`src/design/dxs_pkg.sv`:
```
`default_nettype none
package dxs_pkg;

  localparam int FEET_W = 12;
  localparam int INCH_W = 12;
  localparam int KEY_W  = 20;

  // sixteenths of an inch in one foot
  localparam int FOOT_SIXTEENTHS = 192;

  // front queue depth, power of two
  localparam int QDEPTH = 2;

  typedef struct packed {
    logic [FEET_W-1:0] feet;
    logic [INCH_W-1:0] inches;
  } entry_t;

  localparam int ENTRY_W = $bits(entry_t);

  typedef struct packed {
    entry_t span;
    logic   final_item;
  } item_t;

  typedef enum logic [1:0] {
    B_LOAD,
    B_HOLD,
    B_SCAN,
    B_EMIT
  } back_state_t;

  // feet*192 + inches, as two shifts and adds
  function automatic logic [KEY_W-1:0] dist_key(input entry_t e);
    return (KEY_W'(e.feet) << 7) + (KEY_W'(e.feet) << 6) + KEY_W'(e.inches);
  endfunction

endpackage
`default_nettype wire

```
`src/design/dxs_ram.sv`:
```
`default_nettype none
module dxs_ram #(
  parameter int WIDTH = 24,
  parameter int DEPTH = 64
) (
  input  wire logic                     clk,
  input  wire logic                     we,
  input  wire logic [$clog2(DEPTH)-1:0] waddr,
  input  wire logic [WIDTH-1:0]         wdata,
  input  wire logic [$clog2(DEPTH)-1:0] raddr,
  output logic      [WIDTH-1:0]         rdata
);

  logic [WIDTH-1:0] mem [DEPTH];

  always_ff @(posedge clk) begin
    if (we) begin
      mem[waddr] <= wdata;
    end
    rdata <= mem[raddr];
  end

endmodule
`default_nettype wire

```
`src/design/dxs_front.sv`:
```
`default_nettype none
module dxs_front (
  input  wire logic                   clk,
  input  wire logic                   rst_n,
  input  wire logic                   in_valid,
  output logic                        in_ready,
  input  wire logic [dxs_pkg::FEET_W-1:0] in_dist_feet,
  input  wire logic [dxs_pkg::INCH_W-1:0] in_dist_inches,
  input  wire logic                   in_final_item,
  output logic                        q_valid,
  output dxs_pkg::item_t              q_item,
  input  wire logic                   q_pop
);

  localparam int PW = $clog2(dxs_pkg::QDEPTH);
  localparam int CW = $clog2(dxs_pkg::QDEPTH + 1);

  dxs_pkg::item_t slot_r [dxs_pkg::QDEPTH];
  logic [PW-1:0] wr_ptr_r, wr_ptr_nxt;
  logic [PW-1:0] rd_ptr_r, rd_ptr_nxt;
  logic [CW-1:0] fill_r, fill_nxt;
  logic          push;
  dxs_pkg::item_t in_item;

  assign in_item.span.feet   = in_dist_feet;
  assign in_item.span.inches = in_dist_inches;
  assign in_item.final_item  = in_final_item;

  assign in_ready = (fill_r != CW'(dxs_pkg::QDEPTH));
  assign push     = in_valid && in_ready;
  assign q_valid  = (fill_r != '0);
  assign q_item   = slot_r[rd_ptr_r];

  always_comb begin
    wr_ptr_nxt = push ? wr_ptr_r + PW'(1) : wr_ptr_r;
    rd_ptr_nxt = q_pop ? rd_ptr_r + PW'(1) : rd_ptr_r;
    fill_nxt   = fill_r;
    if (push && !q_pop) begin
      fill_nxt = fill_r + CW'(1);
    end else if (!push && q_pop) begin
      fill_nxt = fill_r - CW'(1);
    end
  end

  always_ff @(posedge clk) begin
    if (!rst_n) begin
      wr_ptr_r <= '0;
      rd_ptr_r <= '0;
      fill_r   <= '0;
    end else begin
      wr_ptr_r <= wr_ptr_nxt;
      rd_ptr_r <= rd_ptr_nxt;
      fill_r   <= fill_nxt;
    end
  end

  always_ff @(posedge clk) begin
    if (push) begin
      slot_r[wr_ptr_r] <= in_item;
    end
  end

endmodule
`default_nettype wire

```
`src/design/dxs_back.sv`:
```
`default_nettype none
module dxs_back #(
  parameter int MAX_ITEMS = 64
) (
  input  wire logic                   clk,
  input  wire logic                   rst_n,
  input  wire logic                   q_valid,
  input  wire dxs_pkg::item_t         q_item,
  output logic                        q_pop,
  output logic                        out_valid,
  input  wire logic                   out_ready,
  output logic [dxs_pkg::FEET_W-1:0]  out_feet,
  output logic [dxs_pkg::INCH_W-1:0]  out_inches,
  output logic                        out_run_end,
  output logic                        out_overflow_dropped
);

  localparam int IDX_W = $clog2(MAX_ITEMS);
  localparam int CNT_W = $clog2(MAX_ITEMS + 1);

  dxs_pkg::back_state_t state_r, state_nxt;

  logic [CNT_W-1:0]          cnt_r;
  logic                      drop_r;
  logic [IDX_W-1:0]          i_r;
  logic [IDX_W-1:0]          j_r;
  dxs_pkg::entry_t           cur_r;
  logic [dxs_pkg::KEY_W-1:0] key_i_r;
  dxs_pkg::entry_t           first_r;

  logic                      out_valid_r;
  dxs_pkg::entry_t           out_r;
  logic                      out_end_r;
  logic                      out_drop_r;

  logic                        ram_we;
  logic [IDX_W-1:0]            ram_waddr;
  logic [dxs_pkg::ENTRY_W-1:0] ram_wdata;
  logic [IDX_W-1:0]            ram_raddr;
  logic [dxs_pkg::ENTRY_W-1:0] ram_rdata;

  dxs_pkg::entry_t           rd_entry;
  logic [dxs_pkg::KEY_W-1:0] rd_key;
  dxs_pkg::entry_t           hold_entry;
  logic [dxs_pkg::KEY_W-1:0] hold_key;
  logic                      store;
  logic                      swap;
  logic                      emit;
  logic                      out_free;
  logic                      i_last;
  logic                      j_last;

  dxs_ram #(
    .WIDTH (dxs_pkg::ENTRY_W),
    .DEPTH (MAX_ITEMS)
  ) u_store (
    .clk   (clk),
    .we    (ram_we),
    .waddr (ram_waddr),
    .wdata (ram_wdata),
    .raddr (ram_raddr),
    .rdata (ram_rdata)
  );

  assign rd_entry = dxs_pkg::entry_t'(ram_rdata);
  assign rd_key   = dxs_pkg::dist_key(rd_entry);
  // entry 0 may be written on the very edge that reads it; take it from the copy
  assign hold_entry = (i_r == '0) ? first_r : rd_entry;
  assign hold_key   = dxs_pkg::dist_key(hold_entry);
  assign out_free = !out_valid_r || out_ready;
  assign i_last   = (CNT_W'(i_r) + CNT_W'(1)) == cnt_r;
  assign j_last   = (CNT_W'(j_r) + CNT_W'(1)) == cnt_r;

  // next state
  always_comb begin
    state_nxt = state_r;
    case (state_r)
      dxs_pkg::B_LOAD: begin
        if (q_valid && q_item.final_item) begin
          state_nxt = dxs_pkg::B_HOLD;
        end
      end
      dxs_pkg::B_HOLD: begin
        state_nxt = i_last ? dxs_pkg::B_EMIT : dxs_pkg::B_SCAN;
      end
      dxs_pkg::B_SCAN: begin
        if (j_last) begin
          state_nxt = dxs_pkg::B_EMIT;
        end
      end
      dxs_pkg::B_EMIT: begin
        if (out_free) begin
          state_nxt = i_last ? dxs_pkg::B_LOAD : dxs_pkg::B_HOLD;
        end
      end
      default: state_nxt = dxs_pkg::B_LOAD;
    endcase
  end

  // strobes and memory controls
  always_comb begin
    q_pop     = 1'b0;
    store     = 1'b0;
    swap      = 1'b0;
    emit      = 1'b0;
    ram_we    = 1'b0;
    ram_waddr = j_r;
    ram_wdata = cur_r;
    ram_raddr = i_r + IDX_W'(1);
    case (state_r)
      dxs_pkg::B_LOAD: begin
        q_pop     = q_valid;
        store     = q_valid && (cnt_r < CNT_W'(MAX_ITEMS));
        ram_we    = store;
        ram_waddr = cnt_r[IDX_W-1:0];
        ram_wdata = q_item.span;
        ram_raddr = '0;
      end
      dxs_pkg::B_HOLD: begin
        ram_raddr = i_r + IDX_W'(1);
      end
      dxs_pkg::B_SCAN: begin
        swap      = key_i_r < rd_key;
        ram_we    = swap;
        ram_raddr = j_r + IDX_W'(1);
      end
      dxs_pkg::B_EMIT: begin
        emit      = out_free;
        ram_raddr = i_r + IDX_W'(1);
      end
      default: begin
        q_pop = 1'b0;
      end
    endcase
  end

  always_ff @(posedge clk) begin
    if (!rst_n) begin
      state_r     <= dxs_pkg::B_LOAD;
      cnt_r       <= '0;
      drop_r      <= 1'b0;
      out_valid_r <= 1'b0;
    end else begin
      state_r <= state_nxt;
      if (q_pop) begin
        if (store) begin
          cnt_r <= cnt_r + CNT_W'(1);
        end else begin
          drop_r <= 1'b1;
        end
      end
      if (emit && i_last) begin
        cnt_r  <= '0;
        drop_r <= 1'b0;
      end
      if (emit) begin
        out_valid_r <= 1'b1;
      end else if (out_ready) begin
        out_valid_r <= 1'b0;
      end
    end
  end

  always_ff @(posedge clk) begin
    if (store && (cnt_r == '0)) begin
      first_r <= q_item.span;
    end
    if (q_pop && q_item.final_item) begin
      i_r <= '0;
    end
    if (state_r == dxs_pkg::B_HOLD) begin
      cur_r   <= hold_entry;
      key_i_r <= hold_key;
      j_r     <= i_r + IDX_W'(1);
    end
    if (state_r == dxs_pkg::B_SCAN) begin
      j_r <= j_r + IDX_W'(1);
      if (swap) begin
        cur_r   <= rd_entry;
        key_i_r <= rd_key;
      end
    end
    if (emit) begin
      out_r      <= cur_r;
      out_end_r  <= i_last;
      out_drop_r <= drop_r;
      i_r        <= i_r + IDX_W'(1);
    end
  end

  assign out_valid            = out_valid_r;
  assign out_feet             = out_r.feet;
  assign out_inches           = out_r.inches;
  assign out_run_end          = out_end_r;
  assign out_overflow_dropped = out_drop_r;

endmodule
`default_nettype wire

```
`src/design/distance_exchange_sorter.sv`:
```
// Flow: an item is queued in the front and then stored by the back end; a run of N items
// is then sorted and emitted, the exchange-sort compare loop over the store (one read
// port, one write port) being the limit.
// Throughput: one transaction per cycle while loading; no new item is stored until the run is emitted.
// Reset (rst_n, synchronous, active low) empties the queue, the count and the
// overflow flag and drops any pending result; the store itself is not cleared.
`default_nettype none
module distance_exchange_sorter #(
  parameter int MAX_ITEMS = 64
) (
  input  wire logic                       clk,
  input  wire logic                       rst_n,
  input  wire logic                       in_valid,
  output logic                            in_ready,
  input  wire logic [dxs_pkg::FEET_W-1:0] in_dist_feet,
  input  wire logic [dxs_pkg::INCH_W-1:0] in_dist_inches,
  input  wire logic                       in_final_item,
  output logic                            out_valid,
  input  wire logic                       out_ready,
  output logic [dxs_pkg::FEET_W-1:0]      out_feet,
  output logic [dxs_pkg::INCH_W-1:0]      out_inches,
  output logic                            out_run_end,
  output logic                            out_overflow_dropped
);

  // Front: two-entry queue of incoming transactions, so the input side can still
  // accept up to two of them while the back end is busy sorting.
  logic           q_valid;
  dxs_pkg::item_t q_item;
  logic           q_pop;

  dxs_front u_front (
    .clk            (clk),
    .rst_n          (rst_n),
    .in_valid       (in_valid),
    .in_ready       (in_ready),
    .in_dist_feet   (in_dist_feet),
    .in_dist_inches (in_dist_inches),
    .in_final_item  (in_final_item),
    .q_valid        (q_valid),
    .q_item         (q_item),
    .q_pop          (q_pop)
  );

  // Back: stores items, then on the final one runs the exchange sort.
  // Entry i is held in a register while entries i+1..N-1 stream past it;
  // the winner of each swap stays in the register and the loser is written
  // back. Once the inner pass ends, entry i is final and goes straight to
  // the output register, so no separate read-out pass is needed.
  dxs_back #(
    .MAX_ITEMS (MAX_ITEMS)
  ) u_back (
    .clk                  (clk),
    .rst_n                (rst_n),
    .q_valid              (q_valid),
    .q_item               (q_item),
    .q_pop                (q_pop),
    .out_valid            (out_valid),
    .out_ready            (out_ready),
    .out_feet             (out_feet),
    .out_inches           (out_inches),
    .out_run_end          (out_run_end),
    .out_overflow_dropped (out_overflow_dropped)
  );

endmodule
`default_nettype wire

```
`config.mk`:
```
export PLATFORM = sky130hd
export DESIGN_NAME = distance_exchange_sorter
export DESIGN_NICKNAME = d
export VERILOG_FILES = /design/src/design/dxs_pkg.sv /design/src/design/dxs_ram.sv /design/src/design/dxs_front.sv /design/src/design/dxs_back.sv /design/src/design/distance_exchange_sorter.sv
export SDC_FILE = /design/constraint.sdc
export NUM_CORES = 2
export LEC_CHECK = 0
export BUFFER_PORTS_ARGS = -buffer_cell sky130_fd_sc_hd__buf_4
export CAP_MARGIN = 20
export CORE_AREA = 2 2 385 387
export CTS_BUF_LIST = sky130_fd_sc_hd__clkbuf_16
export DETAILED_ROUTE_END_ITERATION = 10
export DIE_AREA = 0 0 387 389
export GPL_ROUTABILITY_DRIVEN = 0
export SLEW_MARGIN = 0
export SYNTH_ARGS = -nofsm -noshare
export SYNTH_HDL_FRONTEND = slang
export SYNTH_SLANG_ARGS = --single-unit
```
`constraint.sdc`:
```
create_clock -name clk -period 16.5 [get_ports clk]
set_input_delay 3.3 -clock clk [delete_from_list [all_inputs] [get_ports clk]]
set_output_delay 3.3 -clock clk [all_outputs]
set_load 0.05 [all_outputs]
```
---- After elaboration in Yosys (flattened, before gate mapping) ----
Memories as Yosys holds them, arrays and structs flattened. A register that Yosys moved wholly into a read port is not among the register bits.
Cells that the tools add are included.
word-level totals
  bits in registers ....................... 121
  latch bits .............................. 0
  memory bits (writable) .................. 1,586
  bits in read-only memories .............. 0
  output and inout bits ................... 28
  logic and storage cells ................. 106
  memories kept ........................... 2
memory list
  name                words  bits a word  read ports  clocked after memory_dff  write ports  RTL line         text
  u_back.u_store.mem  64     24           1           1                         1            dxs_ram.sv:14    logic [WIDTH-1:0] mem [DEPTH];
  u_front.slot_r      2      25           1           1                         1            dxs_front.sv:18  dxs_pkg::item_t slot_r [dxs_pkg::QDEPTH];
cells by class
  add/sub/neg operators ................... 13
  multipliers ............................. 0
  div/mod/pow operators ................... 0
  order comparisons ....................... 2
  eq/ne operators ......................... 9
  shift operators ......................... 0
  mux-type cells .......................... 35
  bitwise gates (word level) .............. 2
  reduce and logical (&&, ||, !) cells .... 25
operators by type and width
  operator                                                         number
  24-bit 2-to-1 mux                                                5
  20-bit 2-to-1 mux                                                3
  19-bit by 18-bit adder with 20-bit output                        2
  20-bit by 12-bit adder with 20-bit output                        2
  6-bit 2-to-1 mux                                                 5
  20-bit < comparator                                              1
  6-bit one-hot mux with 3 select lines                            1
  6-bit by 1-bit adder with 7-bit output, second input constant    2
  7-bit equality test                                              2
  1-bit 2-to-1 mux                                                 14
  6-bit by 1-bit adder with 6-bit output, second input constant    2
  2-bit 2-to-1 mux                                                 5
  2-bit nonzero test                                               5
  1-bit logical AND                                                8
  2-bit one-hot mux with 4 select lines                            1
  7-bit by 1-bit adder with 7-bit output, second input constant    1
  7-bit zero test                                                  1
  7-bit < comparator, second input constant                        1
  6-bit zero test                                                  1
  2-bit by 1-bit != test with 1-bit output, second input constant  3
  2-bit equality test, second input constant                       2
  2-bit AND reduction                                              2
  2-bit OR reduction                                               2
  1-bit zero test                                                  3
  10 further kinds                                                 12

---- Longest topological paths before layout ----
  depth in word-level cells ............... 7
  depth in mapped cells ................... 24

---- Hierarchy ----
Synthesis repeated with hierarchy kept, for this count alone.
second synthesis, totals
  cell total of the unflattened synthesis .. 3,433
  area total of the unflattened synthesis .. 68,580.8 µm²
by module, submodules not included
  module     times used  cells each  area an instance (µm²)  seq. area each (µm²)
  dxs_ram    1           2,610       59,295.6                46,604.7
  dxs_back   1           721         7,240.7                 2,962.8
  dxs_front  1           102         2,044.5                 1,601.5

---- Worst setup path after synthesis ----
OpenSTA, ideal clock, no wires.
  path type ............................... register to register
  start ................................... register u_back.u_store.rdata[13] (read register of u_back.u_store.mem)
  end ..................................... memory u_back.u_store.mem[14][0], enable pin
  data arrival time ....................... 5.325 ns
  required time ........................... 16.095 ns
  path slack .............................. 10.770 ns
  cell stages (with the launch flop) ...... 24
  buffers on the path ..................... 2
  clock period less this slack ............ 5.730 ns
  cells stage by stage .................... dfxtp_1 > inv_1 > fa_1 > inv_1 > ha_1 > inv_1 > fa_1 > nor2b_1 > o21ai_0 > a21oi_1 > o21ai_0 > a21oi_1 > nor4_1 > a311oi_1 > ha_1 > a21oi_1 > nor2b_1 > o21ai_0 > o2111ai_1 > o21ba_2 > clkbuf_1 > buf_2 > o211ai_1 > nor2_1
between the ends
  longest elaborated chain between the ends .. 6
RTL lines
  item                                       RTL line         text
  start, declared                            dxs_ram.sv:11    output logic [WIDTH-1:0] rdata
  19-bit by 18-bit adder with 20-bit output  dxs_pkg.sv:35    return (KEY_W'(e.feet) << 7) + (KEY_W'(e.feet) << 6) + KEY_W'(e.inches);
  20-bit by 12-bit adder with 20-bit output  dxs_pkg.sv:35
  20-bit < comparator                        dxs_back.sv:123  swap = key_i_r < rd_key;
  1-bit one-hot mux with 2 select lines      dxs_back.sv:110  case (state_r)
  1-bit 2-to-1 mux                           dxs_ram.sv:17    if (we) begin
  1-bit 2-to-1 mux (not written as such)     dxs_ram.sv:18    mem[waddr] <= wdata;
  end, declared                              dxs_ram.sv:14
Every way passes these cells.

---- Worst setup path in the final report ----
  start ................................... register u_back.u_store.rdata[13] (read register of u_back.u_store.mem)
  end ..................................... memory u_back.u_store.mem[21][21], enable pin
The elaborated chain is that of the path after synthesis.

==> reports/summary.txt <==
status -> completed
Starting Density -> 47.7%
Top FF cell, synth -> edfxtp_1
Clock Tree Buf Depth -> 3
Hold Crit Class -> reg -> reg
Least-Margin Pin Slew -> 1190 ps
Detailed Route Iter0 Violations -> 5,528
final hold vios -> 0
commonest non-fill, non-tap cells in the layout -> edfxtp_1 (1,648), nand2_1 (547), nor2_1 (223), mux4_2 (195), buf_4 (195)
cts repair resizes -> 0
TNS Setup -> 0 ps
CP Launch Type -> flip-flop
Yosys reg bits -> 1,732
IO Pins -> 57
Yosys warning count -> 0
Synth Instances -> 4,436
largest net degree at the start of global routing -> 171
grt ovf -> 0
DR pass1 iterations -> 8
Peak VDD IR -> 0.186 mV
vias in the first global route -> 38,700
max cap viols -> 0
Slew headroom -> 20.6%
Die Y -> 389 microns
Max Clock Freq -> 152 MHz
Non-Filler Instances -> 6,626
detailed-route wire length -> 194 mm
buffers added on ports -> 56
Area Overhead vs Synth -> 12.5%
CTS Hold Bufs -> 0
CTS tree -> done
fin. max-slew vios -> 0
Finish-stage setup viols -> 0
unrepaired setup endpoints after global routing -> no
Worst Path Required -> 17,000 ps
number of synthesized flops with an enable pin -> 1,648
Min Hold Slack -> 450 ps
leakage -> 25.8 nW
global-route wire length before repair -> 278 mm
die area -> 151,000 sq um
hpwl dp -> 113 mm
Max Clock Skew -> 34.1 ps
Die Wd -> 387 microns
Clock transition at path regs -> 60 ps
CTS buffer count -> 173
Mapped Avg Cell Area -> 15.8 sq um
core area -> 147,000 sq um
CP max FO -> 88
mapped cell area -> 69,900 sq um
proportion of layout cells with a drive suffix above 1 -> 16.6%
post-route ant nets -> 0
final layout net count -> 4,654
Setup CP Type -> reg -> reg
Seq/Total Area, Yosys -> 73.2%
vias per cell -> 6.12
Total GRT Usage -> 25.6%
root buffer cell -> clkbuf_16
Synth async-reset ratio -> 0%
drc violations -> 0
initial antenna violation count -> 14
DP Cell Count -> 6,297
worst-skew pair later-pin latency -> 820 ps
PwrDens -> 209 nW/um^2
crit end category -> flip-flop
via count -> 40,600
post-synthesis net count -> 4,545
Num Clock Sinks -> 1,732
Cell variety after synth -> 78
postcts setup bufs -> 0
row count -> 141
H-tree Lvls -> 4
Final min period -> 6590 ps
Avg WL per Cell -> 29.3 microns
Critical Path AT -> 7100 ps
Pwr Total -> 0.0164 W
period utilisation layout -> 40.0%
commonest non-fill, non-tap cell in the layout -> edfxtp_1
## report_power, final
group / switching (W) / total, W / internal [W] / leakage, nW
clock network: 0.00166 / 0.00379 / 0.00213 / 2.84
logic: 0.00463 / 0.00634 / 0.00171 / 7.46
registers: 0.000164 / 0.00630 / 0.00614 / 15.5
total: 0.00646 / 0.0164 / 0.00998 / 25.8
## cells in the mapped netlist (20+ instances only)
master,count,area (sq um)
edfxtp_1,1648,49500
nand2_1,550,2060
nor2_1,313,1170
mux4_2,195,4390
o21ai_0,177,886
nor3_1,156,781
clkbuf_1,119,447
nand3_1,102,510
or3_1,98,613
mux2i_1,88,881
a21oi_1,84,420
dfxtp_1,84,1680
buf_2,74,370
ha_1,68,851
a31oi_1,52,325
o211ai_1,49,368
o22ai_1,42,263
inv_1,39,146
buf_1,37,139
a2bb2oi_1,36,315
a32oi_1,35,307
buf_4,35,263
o221ai_1,35,307
a211oi_1,32,240
mux2_2,27,304
a32o_1,20,200
xor2_1,20,175
## worst paths after layout
path         slack, ps                           to  cells past startpoint                startpoint
max               9910   u_back.u_store.mem[21][21]                     24  u_back.u_store.rdata[13]
min                450  u_back.out_overflow_dropped                      0             u_back.drop_r
max reg2reg       9910   u_back.u_store.mem[21][21]                     24  u_back.u_store.rdata[13]
min reg2reg        450  u_back.out_overflow_dropped                      0             u_back.drop_r
## per-stage QoR
step	worst slack, ps	area [sq um]	util, %
3_5_place_dp	9880	73100	49.9
2_1_floorplan	10770	69900	-
6_report	9910	78600	53.6
4_1_cts	9790	78600	53.6
5_1_grt	9370	78600	53.6
3_3_place_gp	9880	73000	49.8
## layout make-up
type                    instances  area, sq um
diodes                          3         7.51
clock buffers                 177         4430
clock inverters               146         1030
fillers                     11700        68000
inverters                      40          150
multi-input cells            2390        17700
flip-flops and latches       1732        51200
well taps                    1930         2410
repair buffers                208         1720
## routing by layer
| layer | vias to the layer above | GRT usage [%] | wire length, microns |
|---|---|---|---|
| met1 | 20700 | 36.8 | 80000 |
| met4 | 10 | 9.84 | 7370 |
| met5 | - | 0 | 68 |
| li1 | 17500 | - | - |
| met2 | 2046 | 38.6 | 87800 |
| met3 | 326 | 5.22 | 18900 |
## cells by family after synthesis
family	synth area share, %
flops	73.2
simple gates	8.22
compound gates	6.24
buf+inv	2.11
mux	8.13
fa+ha+maj	1.56
xor+xnor	0.523
## flip-flops by register name, summed over array words and instances, names as in the netlist, 2 cells and up, named ones only
register              flops
u_back.u_store.rdata     24
u_front.fill_r            2
u_back.first_r           24
u_back.key_i_r           20
u_back.state_r            2
u_front.slot_r           50
u_back.cur_r             24
u_back.out_feet          12
u_back.j_r                6
u_back.u_store.mem     1536
u_back.out_inches        12
u_back.i_r                6
u_back.cnt_r              7
## critical path, cell delays in order, from the launching register on
cell       delay (ps)
dfxtp_1           390
inv_1              90
fa_1              430
inv_1              70
ha_1              170
inv_1              60
fa_1              450
nor2b_1           130
o21ai_0           120
a21oi_1           220
o21ai_0           140
a21oi_1           350
nor4_1             90
a311oi_1          370
ha_1              320
a21oi_1           140
nor2b_1            60
o21ai_0           170
o2111ai_1         160
o21ba_4           310
buf_4             700
o211ai_1          220
buf_4             270
nor2_2            460
buf_4             350
Note: power is estimated with default switching activity, not from simulation.
